===== src/hdl/tdpb_pkg.sv =====
// ----------------------------------------------------------------------------
// Time-of-day palette blender package
// Types, codes, constants and the fixed class table shared by the blender.
// ----------------------------------------------------------------------------
`timescale 1ns / 1ps

package tdpb_pkg;

  localparam int DEF_PALETTE_ENTRIES = 256;

  localparam int IDX_W      = 8;
  localparam int LEVEL_W    = 6;
  localparam int WORD_W     = 3 * LEVEL_W;
  localparam int BANK_W     = 3;
  localparam int MODE_W     = 3;
  localparam int TIME_W     = 11;
  localparam int CLOUD_W    = 7;
  localparam int AMT_W      = 6;
  localparam int CFG_DATA_W = 11;
  localparam int CFG_IDX_W  = 2;
  localparam int NUM_BANKS  = 5;
  localparam int NUM_CHAN   = 3;

  // Boundaries of the day, in minutes.
  localparam int T_0500 = 5 * 60;
  localparam int T_0600 = 6 * 60;
  localparam int T_0700 = 7 * 60;
  localparam int T_1800 = 18 * 60;
  localparam int T_1900 = 19 * 60;
  localparam int T_2000 = 20 * 60;
  localparam int DUSK_MIN_AMT = 5;
  localparam int CLOUD_MAX    = 100;

  // Truncating division by 60 and by 100 as multiply and shift; exact for
  // dividends up to 63 * 100.
  localparam int RECIP_SHIFT = 20;
  localparam int RECIP_W     = 15;
  localparam logic [RECIP_W-1:0] RECIP_60  = 15'd17477;
  localparam logic [RECIP_W-1:0] RECIP_100 = 15'd10486;

  localparam logic OP_WRITE = 1'b0;
  localparam logic OP_READ  = 1'b1;

  localparam logic [BANK_W-1:0] BANK_BASE  = 3'd0;
  localparam logic [BANK_W-1:0] BANK_NIGHT = 3'd1;
  localparam logic [BANK_W-1:0] BANK_DAWN  = 3'd2;
  localparam logic [BANK_W-1:0] BANK_DAY   = 3'd3;
  localparam logic [BANK_W-1:0] BANK_DUSK  = 3'd4;

  localparam logic [1:0] CLASS_PLAIN = 2'd0;
  localparam logic [1:0] CLASS_BLEND = 2'd1;
  localparam logic [1:0] CLASS_FRONT = 2'd2;

  typedef enum logic [CFG_IDX_W-1:0] {
    CFG_TIME_OF_DAY    = 2'd0,
    CFG_CLOUD_AMOUNT   = 2'd1,
    CFG_GREY_LEVEL     = 2'd2,
    CFG_FRONT_VIEW_LIT = 2'd3
  } cfg_idx_t;

  typedef enum logic [MODE_W-1:0] {
    MODE_NIGHT_DAWN = 3'd0,
    MODE_DAWN_DAY   = 3'd1,
    MODE_DAY        = 3'd2,
    MODE_DAY_DUSK   = 3'd3,
    MODE_DUSK_NIGHT = 3'd4,
    MODE_NIGHT      = 3'd5
  } mode_t;

  typedef enum logic [1:0] {
    ST_IDLE,
    ST_MIX,
    ST_DIV,
    ST_OUT
  } state_t;

  typedef struct packed {
    logic                opcode;
    logic [BANK_W-1:0]   bank;
    logic [IDX_W-1:0]    color_index;
    logic [LEVEL_W-1:0]  red_in;
    logic [LEVEL_W-1:0]  green_in;
    logic [LEVEL_W-1:0]  blue_in;
  } in_item_t;

  typedef struct packed {
    logic [IDX_W-1:0]    entry_index;
    logic [LEVEL_W-1:0]  red_out;
    logic [LEVEL_W-1:0]  green_out;
    logic [LEVEL_W-1:0]  blue_out;
    logic [MODE_W-1:0]   blend_mode;
  } out_item_t;

  typedef struct packed {
    logic wr_en;
    logic rd_en;
    logic mix_en;
    logic div_en;
    logic out_load;
  } cmd_t;

  typedef struct packed {
    logic out_free;
  } status_t;

  typedef struct packed {
    mode_t            mode;
    logic [AMT_W-1:0] amt;
  } mode_amt_t;

  localparam logic [1:0] CLASS_TABLE [0:255] = '{
    2'd0, 2'd2, 2'd0, 2'd2, 2'd0, 2'd0, 2'd0, 2'd2,
    2'd2, 2'd2, 2'd2, 2'd1, 2'd1, 2'd1, 2'd1, 2'd0,
    2'd2, 2'd2, 2'd2, 2'd2, 2'd2, 2'd2, 2'd2, 2'd2,
    2'd2, 2'd2, 2'd2, 2'd2, 2'd2, 2'd2, 2'd2, 2'd2,
    2'd2, 2'd2, 2'd2, 2'd2, 2'd2, 2'd2, 2'd2, 2'd2,
    2'd2, 2'd2, 2'd2, 2'd2, 2'd2, 2'd2, 2'd2, 2'd2,
    2'd2, 2'd2, 2'd2, 2'd2, 2'd2, 2'd2, 2'd2, 2'd2,
    2'd2, 2'd2, 2'd2, 2'd2, 2'd2, 2'd2, 2'd2, 2'd2,
    2'd1, 2'd1, 2'd1, 2'd1, 2'd1, 2'd1, 2'd1, 2'd1,
    2'd1, 2'd1, 2'd1, 2'd1, 2'd1, 2'd1, 2'd1, 2'd1,
    2'd2, 2'd2, 2'd0, 2'd0, 2'd0, 2'd0, 2'd0, 2'd0,
    2'd0, 2'd0, 2'd0, 2'd0, 2'd0, 2'd0, 2'd0, 2'd1,
    2'd1, 2'd1, 2'd1, 2'd1, 2'd1, 2'd1, 2'd1, 2'd1,
    2'd1, 2'd1, 2'd1, 2'd1, 2'd1, 2'd1, 2'd1, 2'd1,
    2'd1, 2'd1, 2'd1, 2'd1, 2'd1, 2'd1, 2'd1, 2'd1,
    2'd1, 2'd1, 2'd1, 2'd1, 2'd1, 2'd1, 2'd1, 2'd1,
    2'd1, 2'd1, 2'd1, 2'd1, 2'd1, 2'd1, 2'd1, 2'd1,
    2'd1, 2'd1, 2'd1, 2'd1, 2'd1, 2'd1, 2'd1, 2'd1,
    2'd1, 2'd1, 2'd1, 2'd1, 2'd1, 2'd1, 2'd1, 2'd1,
    2'd1, 2'd1, 2'd1, 2'd1, 2'd1, 2'd1, 2'd1, 2'd1,
    2'd1, 2'd1, 2'd1, 2'd1, 2'd1, 2'd1, 2'd1, 2'd1,
    2'd1, 2'd1, 2'd1, 2'd1, 2'd1, 2'd1, 2'd1, 2'd1,
    2'd1, 2'd1, 2'd1, 2'd1, 2'd1, 2'd1, 2'd1, 2'd1,
    2'd1, 2'd1, 2'd1, 2'd1, 2'd1, 2'd1, 2'd1, 2'd1,
    2'd1, 2'd1, 2'd1, 2'd1, 2'd1, 2'd1, 2'd1, 2'd1,
    2'd1, 2'd1, 2'd1, 2'd1, 2'd1, 2'd1, 2'd1, 2'd1,
    2'd1, 2'd1, 2'd1, 2'd1, 2'd1, 2'd1, 2'd1, 2'd1,
    2'd1, 2'd1, 2'd1, 2'd1, 2'd1, 2'd1, 2'd1, 2'd1,
    2'd1, 2'd1, 2'd1, 2'd1, 2'd1, 2'd1, 2'd1, 2'd1,
    2'd1, 2'd1, 2'd1, 2'd1, 2'd1, 2'd1, 2'd1, 2'd1,
    2'd1, 2'd1, 2'd1, 2'd1, 2'd1, 2'd1, 2'd1, 2'd1,
    2'd1, 2'd1, 2'd1, 2'd1, 2'd1, 2'd1, 2'd1, 2'd0
  };

  // Mode and blend amount for a time of day. Boundary minutes but 19:00 belong
  // to the later period, and any time past midnight counts as night.
  function automatic mode_amt_t pick_mode(input logic [TIME_W-1:0] t);
    mode_amt_t         r;
    logic [TIME_W-1:0] diff;
    r.mode = MODE_NIGHT;
    diff   = '0;
    if (t >= TIME_W'(T_0500) && t < TIME_W'(T_0600)) begin
      r.mode = MODE_NIGHT_DAWN;
      diff   = t - TIME_W'(T_0500);
    end else if (t >= TIME_W'(T_0600) && t < TIME_W'(T_0700)) begin
      r.mode = MODE_DAWN_DAY;
      diff   = t - TIME_W'(T_0600);
    end else if (t >= TIME_W'(T_0700) && t < TIME_W'(T_1800)) begin
      r.mode = MODE_DAY;
    end else if (t >= TIME_W'(T_1800) && t <= TIME_W'(T_1900)) begin
      r.mode = MODE_DAY_DUSK;
      diff   = t - TIME_W'(T_1800);
    end else if (t > TIME_W'(T_1900) && t < TIME_W'(T_2000)) begin
      r.mode = MODE_DUSK_NIGHT;
      diff   = t - TIME_W'(T_1900);
    end
    r.amt = diff[AMT_W-1:0];
    if (r.mode == MODE_DAY_DUSK && r.amt < AMT_W'(DUSK_MIN_AMT)) begin
      r.amt = AMT_W'(DUSK_MIN_AMT);
    end
    return r;
  endfunction

endpackage


===== src/hdl/tdpb_ctrl.sv =====
// ----------------------------------------------------------------------------
// Palette blender controller
// Steps a read item through memory read, multiply, divide and output load.
// ----------------------------------------------------------------------------
`timescale 1ns / 1ps

module tdpb_ctrl (
  input  logic               clk,
  input  logic               rst,
  input  logic               in_valid,
  input  logic               opcode,
  output logic               in_ready,
  input  tdpb_pkg::status_t  status,
  output tdpb_pkg::cmd_t     cmd
);
  import tdpb_pkg::*;

  state_t state;
  state_t state_next;

  always_ff @(posedge clk) begin
    if (rst) begin
      state <= ST_IDLE;
    end else begin
      state <= state_next;
    end
  end

  always_comb begin
    state_next = state;
    cmd        = '0;
    in_ready   = 1'b0;
    unique case (state)
      ST_IDLE: begin
        in_ready   = 1'b1;
        cmd.wr_en  = in_valid && (opcode == OP_WRITE);
        cmd.rd_en  = in_valid && (opcode == OP_READ);
        if (cmd.rd_en) begin
          state_next = ST_MIX;
        end
      end
      ST_MIX: begin
        cmd.mix_en = 1'b1;
        state_next = ST_DIV;
      end
      ST_DIV: begin
        cmd.div_en = 1'b1;
        state_next = ST_OUT;
      end
      ST_OUT: begin
        // Hold here while the previous item still sits in the output register.
        cmd.out_load = status.out_free;
        if (status.out_free) begin
          state_next = ST_IDLE;
        end
      end
      default: begin
        state_next = ST_IDLE;
      end
    endcase
  end

endmodule


===== config.mk =====
export PLATFORM = sky130hd
export DESIGN_NAME = tdpb_ctrl
export DESIGN_NICKNAME = d
export VERILOG_FILES = /design/src/hdl/tdpb_pkg.sv /design/src/hdl/tdpb_ctrl.sv
export SDC_FILE = /design/constraint.sdc
export NUM_CORES = 1
export LEC_CHECK = 0
export BUFFER_PORTS_ARGS = -buffer_cell sky130_fd_sc_hd__buf_4
export CORE_AREA = 2 2 39 41
export DETAILED_ROUTE_END_ITERATION = 16
export DIE_AREA = 0 0 41 43
export HOLD_SLACK_MARGIN = 0.06
export MAX_ROUTING_LAYER = met4
export PLACE_DENSITY_LB_ADDON = 0.12
export SLEW_MARGIN = 20
export SYNTH_ARGS = -nofsm -noshare
export SYNTH_HDL_FRONTEND = slang
export SYNTH_SLANG_ARGS = --single-unit

===== constraint.sdc =====
create_clock -name clk -period 2.1 [get_ports clk]
set_input_delay 0.42 -clock clk [delete_from_list [all_inputs] [get_ports clk]]
set_output_delay 0.42 -clock clk [all_outputs]
set_load 0.01 [all_outputs]

## After elaboration in Yosys (flattened, before gate mapping)

Cells that the tools add are included.

- Flip-flop bits (word level): 2
- Input port bits: 5
- Output and inout bits: 6
- Word-level logic and storage cells: 19

- Equal/unequal tests: 5
- Muxes and demuxes: 8
- Bitwise logic cells: 1
- Reductions and logical operators: 4

Operator list:

| cell | count |
|---|---|
| $pmux 2 s4 | 1 |
| $mux 2 | 3 |
| $eq 2x2->1 const B | 2 |
| $mux 1 | 4 |
| $ne 2x2->1 const B | 2 |
| $eq 2x1->1 const B | 1 |
| $logic_and 1x1->1 | 2 |
| $logic_not 2->1 | 1 |
| $reduce_and 2->1 | 1 |
| $not 1->1 | 1 |

## Depth between registers and ports, before layout

- Word-level depth: 3
- Gate-level depth with buffers: 5
- Mapped depth without buffers: 5

## Least setup slack after synthesis

OpenSTA, ideal clock, no wires.

- Kind: register -> output
- Start: reg state[0]
- End: out cmd[4] (netlist name)
- Data arrival time: 870 ps
- Required time: 1680 ps
- Setup slack: 810 ps
- Cell stages (with the launch flop): 4
- Buffers on the path: 0
- Path through: dfxtp_1 -> inv_1 -> ha_1 -> and3b_1

RTL lines:

| what | RTL line | source |
|---|---|---|
| start: declaration | tdpb_ctrl.sv:18 | `state_t state;` |
| start signal: assignment | tdpb_ctrl.sv:25 | `state <= state_next;` |
| end: declaration | tdpb_ctrl.sv:14 | `output tdpb_pkg::cmd_t cmd` |

==> results summary <==
After layout, the minimum clock period comes to 1.607 ns. The worst path uses 76.54% of the clock period. At the worst endpoint, the required time is 1.68 ns. Measured in cells, the most critical reg-to-reg path has a length of 5.

The hold-fix buffer count after cts came out at 0. After filler insertion, the fill cell instance count of the layout stands at 152. The sequential fraction of the synthesis area is 19.51%. Averaged over all synthesized cells, the footprint is 9.327 um^2. The worst hold path terminates at state[0]. In this run, CTS created clock tree buffers numbering 3. By startpoint and endpoint, the worst setup path is classified as flop to primary output. The final setup skew is 0.002567 ns. In this run the critical register-to-register path is launched from state[0]. For this run, the number of Yosys warnings is 0. The total die area is 1763 um^2. The number of standard-cell rows in the floorplan is 14.

The worst setup slack after layout came out at 0.4926 ns. Setup repair after global routing left no endpoint under its margin. The number of global-route vias before repair is 178. The areal power density over the cells came out at 1177 nW/um^2. Counting instances, the worst hold path has a depth of 2. The synthesis-to-finish area growth is 57.32%. The leakage component of the power is 0.0001704 uW. In this run, the number of DRC markers left after iteration 0 of detailed routing was 5. The deepest clock path buffer count is 2. The number of diodes added for antenna fixing came out at 0. The placed wire-length estimate is 369 um.

The count of max-cap constraint violations came out at 0. The flip-flop and latch area came out at 40.04 um^2. The top cell type's share of synthesized area came out at 30.49%. Entering global routing, the biggest net connects 5 pins. The width of the chip came out at 41 um. The first global-routing pass estimated 696 um of wire. Counting every instance in the synthesized netlist gives 22.

The weighted congestion at the end of routability-driven global placement is 0.6229. TritonCTS built the clock tree. The via count came out at 203. The cell family contributing the most delay on the critical path is flip-flops. The worst endpoint data arrival time came out at 1.19 ns. Among all stages on the critical path, the largest delay is contributed by sky130_fd_sc_hd__dfxtp_1. The commonest non-fill, non-tap cell in the layout is sky130_fd_sc_hd__buf_4. The initial antenna violation count is 0.

The worst register-to-register path ends at state[0]. The total routed wirelength is 439 um. CTS built an H-tree with a depth of 1. The setup TNS came out at 0 ns. The multi-input combinational cell area is 153.9 um^2. The largest single stage delay on the critical path is 0.36 ns.

The startpoint type of the worst setup path is a flop. For this configuration, the core starts out at a cell density of 14.83%. The number of I/O port buffers came out at 10. The number of distinct library cell variants in the gate-level netlist after synthesis is 14. The clock input transition at the sequential cells of the worst setup and hold paths is 0.03 ns.

In this run the most critical hold path is launched from rst. In the post-synthesis netlist, the biggest area contributors are sky130_fd_sc_hd__ha_1 30%, sky130_fd_sc_hd__dfxtp_1 20%, sky130_fd_sc_hd__o41ai_2 7.9%. The number of remaining DRC errors is 0. The number of gates given a new drive strength after cts is 0.

The flip-flop and latch count after synthesis is 2. Including well taps, the total number of placed cells is 48. The number of iterations in the first detailed-routing pass came out at 3. After the last flow step, the layout net total stands at 47. In this run the worst hold path is classified as primary input to flop. Buffers added to address setup during post-CTS repair amount to 0.

The number of pins exceeding their max-slew limit in the final report is 0. The clock insertion delay at the later pin of the skew report is 0.22 ns. The cell chosen for the clock root is sky130_fd_sc_hd__clkbuf_4.

The largest registers in the layout are state: 2 flops. The area of the core came out at 1384 um^2. The via density per instance came out at 3.980. The pre-CTS setup slack is 0.7092 ns. The net count after synthesis came out at 32.

The overall die height came out at 43 um. Of all cell types, the one taking the most synthesized area is sky130_fd_sc_hd__ha_1. Measured against its own limit, the worst slew margin works out to 77.49%. Traced cell by cell, the critical path runs through inv_1 -> ha_1 -> and3b_1 -> buf_4.

The total grt overflow came out at 0. Setup violations remaining at the end of the flow were counted as 0. The count of endpoints failing hold in the final timing report was 0. At the pin with the least slew margin, the transition time is 0.3370 ns. The post-synth design cell area came out at 205.2 um^2. The worst IR drop on VDD came out at 0.0003118 V.

The flow ran to the end, and the final reports show no timing, DRC or antenna violations. The register with the most flip-flops in the layout has 2 of them. 11 I/O pins were placed.

The internal reg-to-reg setup slack came out at 0.82 ns. The finished layout holds 51 standard cells, fillers aside. The total routing usage reported by global routing is 6.359%. Together, buffers and inverters on the worst path number 2. In the layout the commonest cells are 10 x sky130_fd_sc_hd__buf_4, 5 x sky130_fd_sc_hd__ha_1, 3 x sky130_fd_sc_hd__inv_1, 3 x sky130_fd_sc_hd__clkbuf_4. The CTS sink count came out at 2. The worst setup path is captured at a primary output. The count of antenna-violating nets left after detailed routing is 0.

Hold is met by 0.4309 ns. The average wire per cell in the routed design is 8.608 um. The maximum frequency from static timing analysis is 622.1 MHz. Ranked by flip-flop count, first place goes to state.

In the final layout, the share of cells above drive strength 1 is 45.71%. The maximum fanout along the worst path came out at 4.
## cells by family after synthesis
kind of cell	synth area share [%]
compound gates	20.74
buf+inv	5.487
simple gates	23.79
fa+ha+maj	30.49
flops	19.51
## worst max-delay path by stage
stage | from | end | cells after the start
finish | state[0] | cmd[4] | 4
global route | state[1] | cmd[4] | 4
CTS | state[0] | cmd[3] | 4
detailed placement | state[0] | cmd[3] | 4
global placement | state[1] | cmd[4] | 4
floorplan | state[0] | cmd[4] | 3
## cells in the mapped netlist
library cell,number
sky130_fd_sc_hd__ha_1,5
sky130_fd_sc_hd__inv_1,3
sky130_fd_sc_hd__dfxtp_1,2
sky130_fd_sc_hd__o21ai_0,2
sky130_fd_sc_hd__a21boi_1,1
sky130_fd_sc_hd__and2_1,1
sky130_fd_sc_hd__and2b_1,1
sky130_fd_sc_hd__and2b_2,1
sky130_fd_sc_hd__and3_2,1
sky130_fd_sc_hd__and3b_1,1
sky130_fd_sc_hd__nor2_1,1
sky130_fd_sc_hd__nor2b_1,1
sky130_fd_sc_hd__o41ai_1,1
sky130_fd_sc_hd__o41ai_2,1
## through the flow
step                      instance area [um^2]  util (%)  total power [uW]
after detailed placement                 300.3     21.70             301.8
final                                    322.8     23.33             379.8
after global routing                     322.8     23.33             428.3
after CTS                                322.8     23.33             391.9
after global placement                   300.3     21.70             303.5
after floorplan                          205.2         -             213.4
## layout make-up
type | instances | area share, %
Timing Repair Buffer | 10 | 23.26
Inverter | 3 | 3.488
Multi-Input combinational cell | 17 | 47.67
Tap cell | 16 | 6.202
Clock buffer | 3 | 6.977
Sequential cell | 2 | 12.40
## power by group
| group | leakage [uW] | switching, uW | internal [uW] |
|---|---|---|---|
| registers | 0.0000165 | 16.7 | 55.6 |
| logic | 0.000140 | 111 | 114 |
| clock network | 0.0000138 | 20.3 | 62.9 |
## layer usage
layer	vias to the layer above	track usage, %	wire [um]
met5	-	-	0
met4	0	6.000	0
met3	0	1.571	47
met2	9	8.125	180
met1	90	7.643	211
li1	104	-	-
Power figures use the tool's default switching activity.
